## src/rtl/core/pdmv_pkg.sv

```systemverilog
package pdmv_pkg;

   typedef enum logic [1:0] {
      OP_ADD   = 2'd0,
      OP_QUERY = 2'd1,
      OP_CLEAR = 2'd2,
      OP_NONE  = 2'd3
   } op_type;

   localparam logic [1:0] ST_OK        = 2'd0;
   localparam logic [1:0] ST_NO_VECTOR = 2'd1;
   localparam logic [1:0] ST_PARTIAL   = 2'd2;
   localparam logic [1:0] ST_SATURATED = 2'd3;

   localparam logic [9:0] DEFAULT_LENGTH = 10'd429;

   localparam int SUM_W    = 40;
   localparam int SQ_W     = 56;
   localparam int DIV_W    = 56;
   localparam int MEAN_W   = 24;
   localparam int VAR_W    = 32;
   localparam int OCOUNT_W = 24;

   localparam logic [MEAN_W-1:0] MEAN_POS_MAX = 24'h7FFFFF;
   localparam logic [MEAN_W:0]   MEAN_NEG_MAX = 25'h0800000;

   typedef struct packed {
      logic capture;
      logic clear;
      logic add_rd;
      logic add_wr;
      logic q_rd;
      logic div_start;
      logic div_sel_sq;
      logic mean_load;
      logic sq_mult;
      logic rsp_load;
   } cmd_type;

   typedef struct packed {
      logic q_active;
      logic div_busy;
      logic rsp_free;
   } sts_type;

endpackage

```

## src/rtl/core/pdmv_ctrl.sv

```systemverilog
module pdmv_ctrl (
   input  logic              clock,
   input  logic              reset,
   input  logic              req_tvalid,
   input  logic [1:0]        req_tuser,
   output logic              req_tready,
   input  pdmv_pkg::sts_type sts,
   output pdmv_pkg::cmd_type cmd
);
   import pdmv_pkg::*;

   typedef enum logic [3:0] {
      S_IDLE,
      S_ADD_RD,
      S_ADD_WR,
      S_Q_RD,
      S_Q_CHECK,
      S_MEAN_START,
      S_DIV_MEAN,
      S_SQ_START,
      S_DIV_SQ,
      S_LOAD
   } state_type;

   state_type state_ff, state_in;
   logic      accept;

   assign req_tready = (state_ff == S_IDLE);
   assign accept     = req_tvalid && req_tready;

   always_comb begin
      state_in = state_ff;
      cmd      = '0;
      unique case (state_ff)
         S_IDLE: begin
            if (accept) begin
               cmd.capture = 1'b1;
               unique case (op_type'(req_tuser))
                  OP_ADD:   state_in = S_ADD_RD;
                  OP_QUERY: state_in = S_Q_RD;
                  OP_CLEAR: cmd.clear = 1'b1;
                  OP_NONE:  state_in = S_IDLE;
                  default:  state_in = S_IDLE;
               endcase
            end
         end
         S_ADD_RD: begin
            cmd.add_rd = 1'b1;
            state_in   = S_ADD_WR;
         end
         S_ADD_WR: begin
            cmd.add_wr = 1'b1;
            state_in   = S_IDLE;
         end
         S_Q_RD: begin
            cmd.q_rd = 1'b1;
            state_in = S_Q_CHECK;
         end
         S_Q_CHECK: begin
            state_in = sts.q_active ? S_MEAN_START : S_LOAD;
         end
         S_MEAN_START: begin
            cmd.div_start = 1'b1;
            state_in      = S_DIV_MEAN;
         end
         S_DIV_MEAN: begin
            if (!sts.div_busy) begin
               cmd.mean_load = 1'b1;
               state_in      = S_SQ_START;
            end
         end
         S_SQ_START: begin
            cmd.div_start  = 1'b1;
            cmd.div_sel_sq = 1'b1;
            cmd.sq_mult    = 1'b1;
            state_in       = S_DIV_SQ;
         end
         S_DIV_SQ: begin
            if (!sts.div_busy) begin
               state_in = S_LOAD;
            end
         end
         S_LOAD: begin
            if (sts.rsp_free) begin
               cmd.rsp_load = 1'b1;
               state_in     = S_IDLE;
            end
         end
         default: state_in = S_IDLE;
      endcase
   end

   always_ff @(posedge clock) begin
      if (reset) begin
         state_ff <= S_IDLE;
      end else begin
         state_ff <= state_in;
      end
   end

endmodule

```

## config.mk

```make
export PLATFORM = sky130hd
export DESIGN_NAME = pdmv_ctrl
export DESIGN_NICKNAME = d
export VERILOG_FILES = /design/src/rtl/core/pdmv_pkg.sv /design/src/rtl/core/pdmv_ctrl.sv
export SDC_FILE = /design/constraint.sdc
export NUM_CORES = 1
export LEC_CHECK = 0
export BUFFER_PORTS_ARGS = -buffer_cell sky130_fd_sc_hd__buf_2
export CAP_MARGIN = 20
export CELL_PAD_IN_SITES_DETAIL_PLACEMENT = 1
export CELL_PAD_IN_SITES_GLOBAL_PLACEMENT = 2
export CORE_MARGIN = 5
export CORE_UTILIZATION = 19
export DETAILED_ROUTE_END_ITERATION = 10
export GPL_TIMING_DRIVEN = 1
export HOLD_SLACK_MARGIN = 0.06
export PLACE_DENSITY = 0.72
export REMOVE_ABC_BUFFERS = 1
export SETUP_SLACK_MARGIN = 0.02
export SLEW_MARGIN = 20
export SYNTH_ARGS = -nofsm -noshare
export SYNTH_HDL_FRONTEND = slang
export SYNTH_SLANG_ARGS = --single-unit
```

## constraint.sdc

```tcl
create_clock -name clock -period 1.26 [get_ports clock]
set_input_delay 0.189 -clock clock [delete_from_list [all_inputs] [get_ports clock]]
set_output_delay 0.189 -clock clock [all_outputs]
set_load 0.05 [all_outputs]
```

==> summary.md, run 1 <==
| Metric | Value |
|---|---|
| Run status | finished with violations |
| Failing checks | negative setup slack |
| Drc violations | 0 |
| WP data required | around 1100 ps |
| Crit path time final | about 1600 ps |
| Synth Area in Compound Gates | 19.7% |
| Final worst setup slack | -320 ps |
| Final setup violation count | 14 |
| Htree depth | 1 |
| Int Power | roughly 0.0012 W |
| Cell taking the most area after synthesis | dfxtp_1 |
| Total GRT Usage | approximately 14% |
| Post-DR wirelength/cell | roughly 17 microns |
| Worst Hold Launch | reset |
| Layout overhead on the synthesized area | 161% |
| Largest net degree at the start of global routing | 7 |
| Vias in the first global route | ~580 |
| Max-cap violations | 0 |
| Buf+Inv Stages, Crit Path | 2 |
| CP max FO | 4 |
| I/O Pins | 19 |
| Syn_area_per_cell | between 7 and 8 sq um |
| Cells along the critical path | buf_6 -> nor4_4 -> and3_1 -> buf_6 |
| Clock latency on the worst-skew pair | 260 ps |
| Syn Inst Count | 52 |
| Final instance area | approximately 1000 sq um |
| CP Launch Type | flop |
| First-pass GRT wire length | approximately 2800 microns |
| First DRT Iteration DRCs | 5 |
| Total global routing overflow | 0 |
| Pre-antenna DRT Iters | 2 |
| Ratio of cells with drive above 1 in the final layout | about three quarters |
| Max Clock Skew | ~17 ps |
| Rel. slew slack | between 70% and 80% |
| Die area | about 3000 sq um |
| Critical path's largest stage delay | roughly 350 ps |
| Fin. max-slew vios | 0 |
| Unrepaired setup endpoints after global routing | yes |
| Cts bufs inserted | 3 |
| Slew of the pin with the lowest slew margin | around 340 ps |
| Top Registers | state_ff x4 |
| Port Buffers | 18 |
| Yosys warning total | 0 |
| Synth unique cells | 32 |
| Die width | 55.1 microns |
| Detail Route met2 WL | ~1100 microns |
| Clk Tree Root Cell | clkbuf_4 |
| Nets | between 100 and 150 |
| Combinational fraction of design power | roughly four fifths |
| Hold Path Cell Cnt | 2 |
| GP Congestion | 0.799 |
| Initial antenna violation count | 0 |
| Vias | a little under 600 |
| TritonCTS clock tree | yes |
| Hold Crit Endpoint | state_ff[0] |
| Critical path's most frequent cell | buf_6 |
| Post-DP HPWL | about 1100 microns |
| Leak | ~0.48 nW |
| Hold WS | between 200 and 250 ps |
| Largest family of logic cells by synthesized area | simple AND/OR/NAND/NOR gates |
| Total Routed Length | 2190 microns |
| PwrDens | 2210 nW/um^2 |
| Sequential cell area fraction in the yosys report | 20.7% |
| Share of Yosys cell area claimed by the top area cell type | about a fifth |
| Vias per Instance | ~4.7 |
| Mapped cell area | 387 sq um |
| Overall Power | 0.00223 W |
| Starting Density | ~20% |
| Final period utilization | 125% |
| Clk sinks | 4 |
| Final Hold Violating Endpoints | 0 |
| Metal3 WL | approximately 120 microns |
| Crit path kind | flop to output pin |
| CTS Buffer Depth | 2 |
| Switching pwr | slightly above 0.001 W |
| Reg power frac | between 10% and 20% |
| RR Endpoint | state_ff[1] |
| Antenna-violating nets left | 0 |
| Post-synthesis mux area share | 2.59% |
| Synth Area in Simple Gates | between 40 and 50% |
| R2r setup slk | -230 ps |
| Clk pwr share | 8.1% |
| Switch share | about 46% |
| ANT cells | 0 |
| Critical path capture point type | output pin |
| CP top delay family | simple AND/OR/NAND/NOR gates |
| Setup TNS | -3020 ps |
| Max FFs per register | 4 |
| Pre-CTS setup slack | -223 ps |
| Met1 WL | approximately 930 microns |
| Slowest cell on crit path | dfxtp_4 |
| Clk slew on worst S/H paths | roughly 30 ps |
| Top Layer Used | met4 |
| Worst reg2reg startpoint | state_ff[1] |
| Top cells by area, synth | dfxtp_1, nor3_1, a211o_1 |
| VDD IR-drop max | slightly above 0.9 mV |
| Post-synthesis xor/xnor area fraction | 2.27% |
| Biggest register | state_ff |
| Row cnt | 16 |
| Die extent in y | 55.1 microns |
| Core area | roughly 2000 sq um |
| Critical path arrival | between 1000 and 1500 ps |
| DP Area | approximately 600 sq um |
| HP Class | primary input to flop |
| Fmax | approximately 630 MHz |
| Post-synthesis adder-cell area fraction | 0% |
| #FFs+latches synth | 4 |
| Register-to-Register Path Depth | 7 |
per-stage QoR:
step / cells / utilization (%)
CTS: 122 / 46.8
detailed placement: 109 / 31.0
floorplan: 48 / -
finish: 126 / 52.0
global route: 126 / 52.0
global placement: 109 / 31.0
timing repair:
| action | in CTS | in global routing |
|---|---|---|
| setup buffers | 10 | 6 |
| pin swaps | 12 | 7 |
| setup endpoints to repair | 15 | 15 |
| gates resized for setup | 56 | 17 |
| hold endpoints to repair | 0 | 0 |
| hold buffers | 0 | 0 |
per-layer routing:
metal,vias up,global-route usage (%)
met5,-,0
met4,0,6.07
met3,5,5.09
met2,14,22.4
met1,285,16.8
li1,288,-
cells in the final DEF (no fill, tap or decap), drive strengths merged:
| cell | instances |
|---|---|
| nor4 | 1 |
| dfxtp | 4 |
| nor3b | 1 |
| nor2b | 1 |
| clkbuf | 3 |
| and2 | 1 |
| o211ai | 1 |
| xnor2 | 1 |
| nor4b | 1 |
| o21ai | 2 |
| buf | 48 |
| nor3 | 6 |
| a211o | 2 |
| a31oi | 1 |
| and3 | 2 |
| or2b | 1 |
| inv | 4 |
| a31o | 1 |
| nand2b | 2 |
| o311a | 1 |
| nor2 | 4 |
| and3b | 1 |
| a21oi | 1 |
| mux2i | 1 |
| o22ai | 1 |
| nand2 | 4 |
| nand3 | 1 |
| or3 | 2 |
worst max path at each step:
stage / cells past startpoint / slack, ps / startpoint / endpoint
3_3_place_gp: 5 / -200 / state_ff[1] / state_ff[3]
4_1_cts: 4 / -300 / state_ff[1] / cmd[8]
2_1_floorplan: 2 / -1020 / state_ff[2] / cmd[8]
5_1_grt: 4 / -410 / state_ff[1] / cmd[8]
6_report: 4 / -320 / state_ff[1] / cmd[8]
3_5_place_dp: 5 / -220 / state_ff[1] / state_ff[3]
cells in the mapped netlist:
cell type,n
nor3b_1,1
nand2_1,4
buf_6,1
nand3_2,1
and2_1,1
nor4_2,1
mux2i_1,1
nand2b_1,1
o211ai_2,1
a31oi_1,1
buf_2,2
nand2b_2,1
nor2b_1,1
nor3_1,6
nor2_1,4
o311a_1,1
o22ai_1,1
o21ai_1,1
a21oi_1,1
or2b_1,1
and3_1,2
nor4b_1,1
a211o_1,2
dfxtp_1,4
a31o_1,1
xnor2_1,1
and3b_1,1
inv_1,3
buf_4,1
o21ai_0,1
inv_2,1
or3_1,2
cell families after synthesis:
group / Yosys count
xor+xnor: 1
compound gates: 10
simple gates: 28
buf+inv: 8
mux: 1
flops: 4
worst register-to-register path, cell delays in order (launching register included):
cell,delay (ps)
dfxtp_4,350
buf_4,150
buf_6,120
nor3b_1,310
o211ai_2,140
nand3_2,100
buf_6,110
mux2i_1,150
final cells by class:
class                      count  area (sq um)
fill                         228           932
tap                           27          33.8
inverter                       4          17.5
multi-input combinational     40           397
sequential                     4          95.1
clock buffer                   3          22.5
timing repair buffer          48           444
power by group through the flow:
stage | Clock [W] | Combinational [W] | Sequential (W)
2_1_floorplan | 0 | 0.000610 | 0.000252
3_3_place_gp | 0 | 0.000988 | 0.000234
3_5_place_dp | 0 | 0.00100 | 0.000236
4_1_cts | 0.000179 | 0.00146 | 0.000251
5_1_grt | 0.000203 | 0.00188 | 0.000268
6_report | 0.000181 | 0.00178 | 0.000263
Note: power is estimated with default switching activity, not from simulation.
==> run 2, diff against run 1 <==
- CORE_MARGIN: 5 -> default
- CORE_UTILIZATION: 19 -> 21
- PLACE_DENSITY: 0.72 -> 0.76
- clock period: 1.26 -> 1.5 ns (I/O delays scaled with it)
==> summary.md, run 2 (same netlist as run 1, synthesis figures left out) <==
| Metric | Value |
|---|---|
| Final setup violation count | 1 (-13) |
| Max Clock Skew | 5.49 ps (-11.3 ps) |
| Die area | 2020 sq um (-34%) |
| Total Routed Length | 1490 microns (-32%) |
| Most frequent cells in the layout | buf_6, buf_2, buf_4 |
| Antenna-violating nets left | 0 (unchanged) |
| Core area | 1730 sq um (-11%) |
| Nets | 93 (-15%) |
| Htree depth | 1 (unchanged) |
| CP max FO | 4 (unchanged) |
| Critical path's most frequent cell | buf_6 |
| Setup TNS | -24.0 ps (+2990 ps) |
| Vias in the first global route | 552 (-4.0%) |
| Total GRT Usage | 15.8% (+1.7 points) |
| Top Registers | state_ff x4 |
| First DRT Iteration DRCs | 5 (unchanged) |
| Vias | 515 (-13%) |
| Overall Power | 0.00141 W (-37%) |
| WP data required | 1270 ps (+200 ps) |
| Run status | finished with violations |
| Crit path kind | flop to output pin |
| PwrDens | 1720 nW/um^2 (-22%) |
| Crit path time final | ~1500 ps |
| Unrepaired setup endpoints after global routing | yes |
| Final Hold Violating Endpoints | 0 (unchanged) |
| Fin. max-slew vios | 0 (unchanged) |
| Die width | 44.9 microns (-19%) |
| Layout overhead on the synthesized area | 112% |
| Biggest register | state_ff |
| Clk Tree Root Cell | clkbuf_4 |
| Buf+Inv Stages, Crit Path | 2 (unchanged) |
| Drc violations | 0 (unchanged) |
| Leak | 0.376 nW (-21%) |
| Clk sinks | 4 (unchanged) |
| Slew of the pin with the lowest slew margin | 241 ps (-95.9 ps) |
| VDD IR-drop max | 0.607 mV (-34%) |
| Row cnt | 15 (-1) |
| Clock latency on the worst-skew pair | 230 ps (-30 ps) |
| Post-DP HPWL | 1020 microns (-8.2%) |
| TritonCTS clock tree | yes |
| Most common cell after layout, fill and taps aside | buf_6 |
| Initial antenna violation count | 0 (unchanged) |
| Ratio of cells with drive above 1 in the final layout | 67.5% (-6.3 points) |
| Max FFs per register | 4 (unchanged) |
| Critical path arrival | 1300 ps (-90 ps) |
| # hold bufs at CTS | 0 (unchanged) |
| I/O Pins | 19 (unchanged) |
| CP top delay family | simple AND/OR/NAND/NOR gates |
| GP Congestion | 0.747 (-6.4%) |
| Vias per Instance | 4.77 (+1.5%) |
| HP Class | primary input to flop |
| Largest net degree at the start of global routing | 10 (+3) |
| Final period utilization | 102% |
| Pre-antenna DRT Iters | 4 (+2) |
| First-pass GRT wire length | 2270 microns (-19%) |
| Cts bufs inserted | 3 (unchanged) |
| Final worst setup slack | -24.0 ps (+296 ps) |
| Post-DR wirelength/cell | 13.8 microns (-21%) |
| Max-cap violations | 0 (unchanged) |
| Final instance area | 820 sq um (-19%) |
| Critical path capture point type | output pin |
| Fmax | approximately 660 MHz |
| ANT cells | 0 (unchanged) |
| Die extent in y | 44.9 microns (-19%) |
| Slowest cell on crit path | dfxtp_4 |
| Clk slew on worst S/H paths | 30 ps (about the same) |
| Port Buffers | 18 (unchanged) |
| DP Area | 554 sq um (-7.9%) |
| CP Launch Type | flop |
| Total global routing overflow | 0 (unchanged) |
| CTS Buffer Depth | 2 (unchanged) |
| Cells along the critical path | or2b_1 -> buf_6 -> nor3_4 -> buf_6 |
| Starting Density | 22.4% (+2.5 points) |
| Fill cells | 200 (-12%) |
| Rel. slew slack | 83.8% (+6.3 points) |
| Failing checks | negative setup slack |
| Critical path's largest stage delay | 370 ps (+20 ps) |
-- run 2: cell types whose count changed in the layout (fill, tap and decap cells not counted), sizes merged --
cell / before / now
buf: 48 / 32
-- run 2: timing repair --
item                                    4_1_cts  5_1_grt
endpoints found under the setup margin       12       13
pin swaps                                     4        7
resized for setup                            44       15
setup buffers                                 4        0
-- run 2: per-layer routing --
layer  share of wire [%]  global-route usage [%]  wire, microns  up-vias
met5                   0                       0              0        -
met4                   0                    5.45              0        0
met3                 2.8                    2.40             42        0
met2                  56                    30.9            839       14
met1                  41                    16.8            605      251
li1                    -                       -              -      250
-- run 2: worst paths after layout --
check               from           to  slack, ps  cells past startpoint
min reg2reg  state_ff[1]  state_ff[1]        680                      3
min                reset  state_ff[0]        280                      2
max reg2reg  state_ff[3]  state_ff[3]         40                      4
max          state_ff[3]       cmd[0]        -20                      4
-- run 2: report_power, final --
part           total, W  internal [W]  switching (W)
clock network  0.000132     0.0000894      0.0000422
registers      0.000227      0.000159      0.0000676
logic           0.00105      0.000446       0.000603
-- run 2: per-stage QoR --
step	hold WS (ps)	cells	utilization, %	worst slack, ps
after floorplan	339	48	-	-820
after global placement	521	101	32.1	49.8
after detailed placement	523	101	32.1	-4.36
after CTS	267	108	43.9	-16.8
after global routing	294	108	47.5	-68.5
final	284	108	47.5	-24.0
-- run 2: cell type report --
class / count / area, sq um / share of cell area, %
Multi-Input combinational cell: 40 / 372 / 45.3
Clock buffer: 3 / 22.5 / 2.75
Tap cell: 25 / 31.3 / 3.82
Timing Repair Buffer: 32 / 282 / 34.4
Inverter: 4 / 17.5 / 2.14
Sequential cell: 4 / 95.1 / 11.6
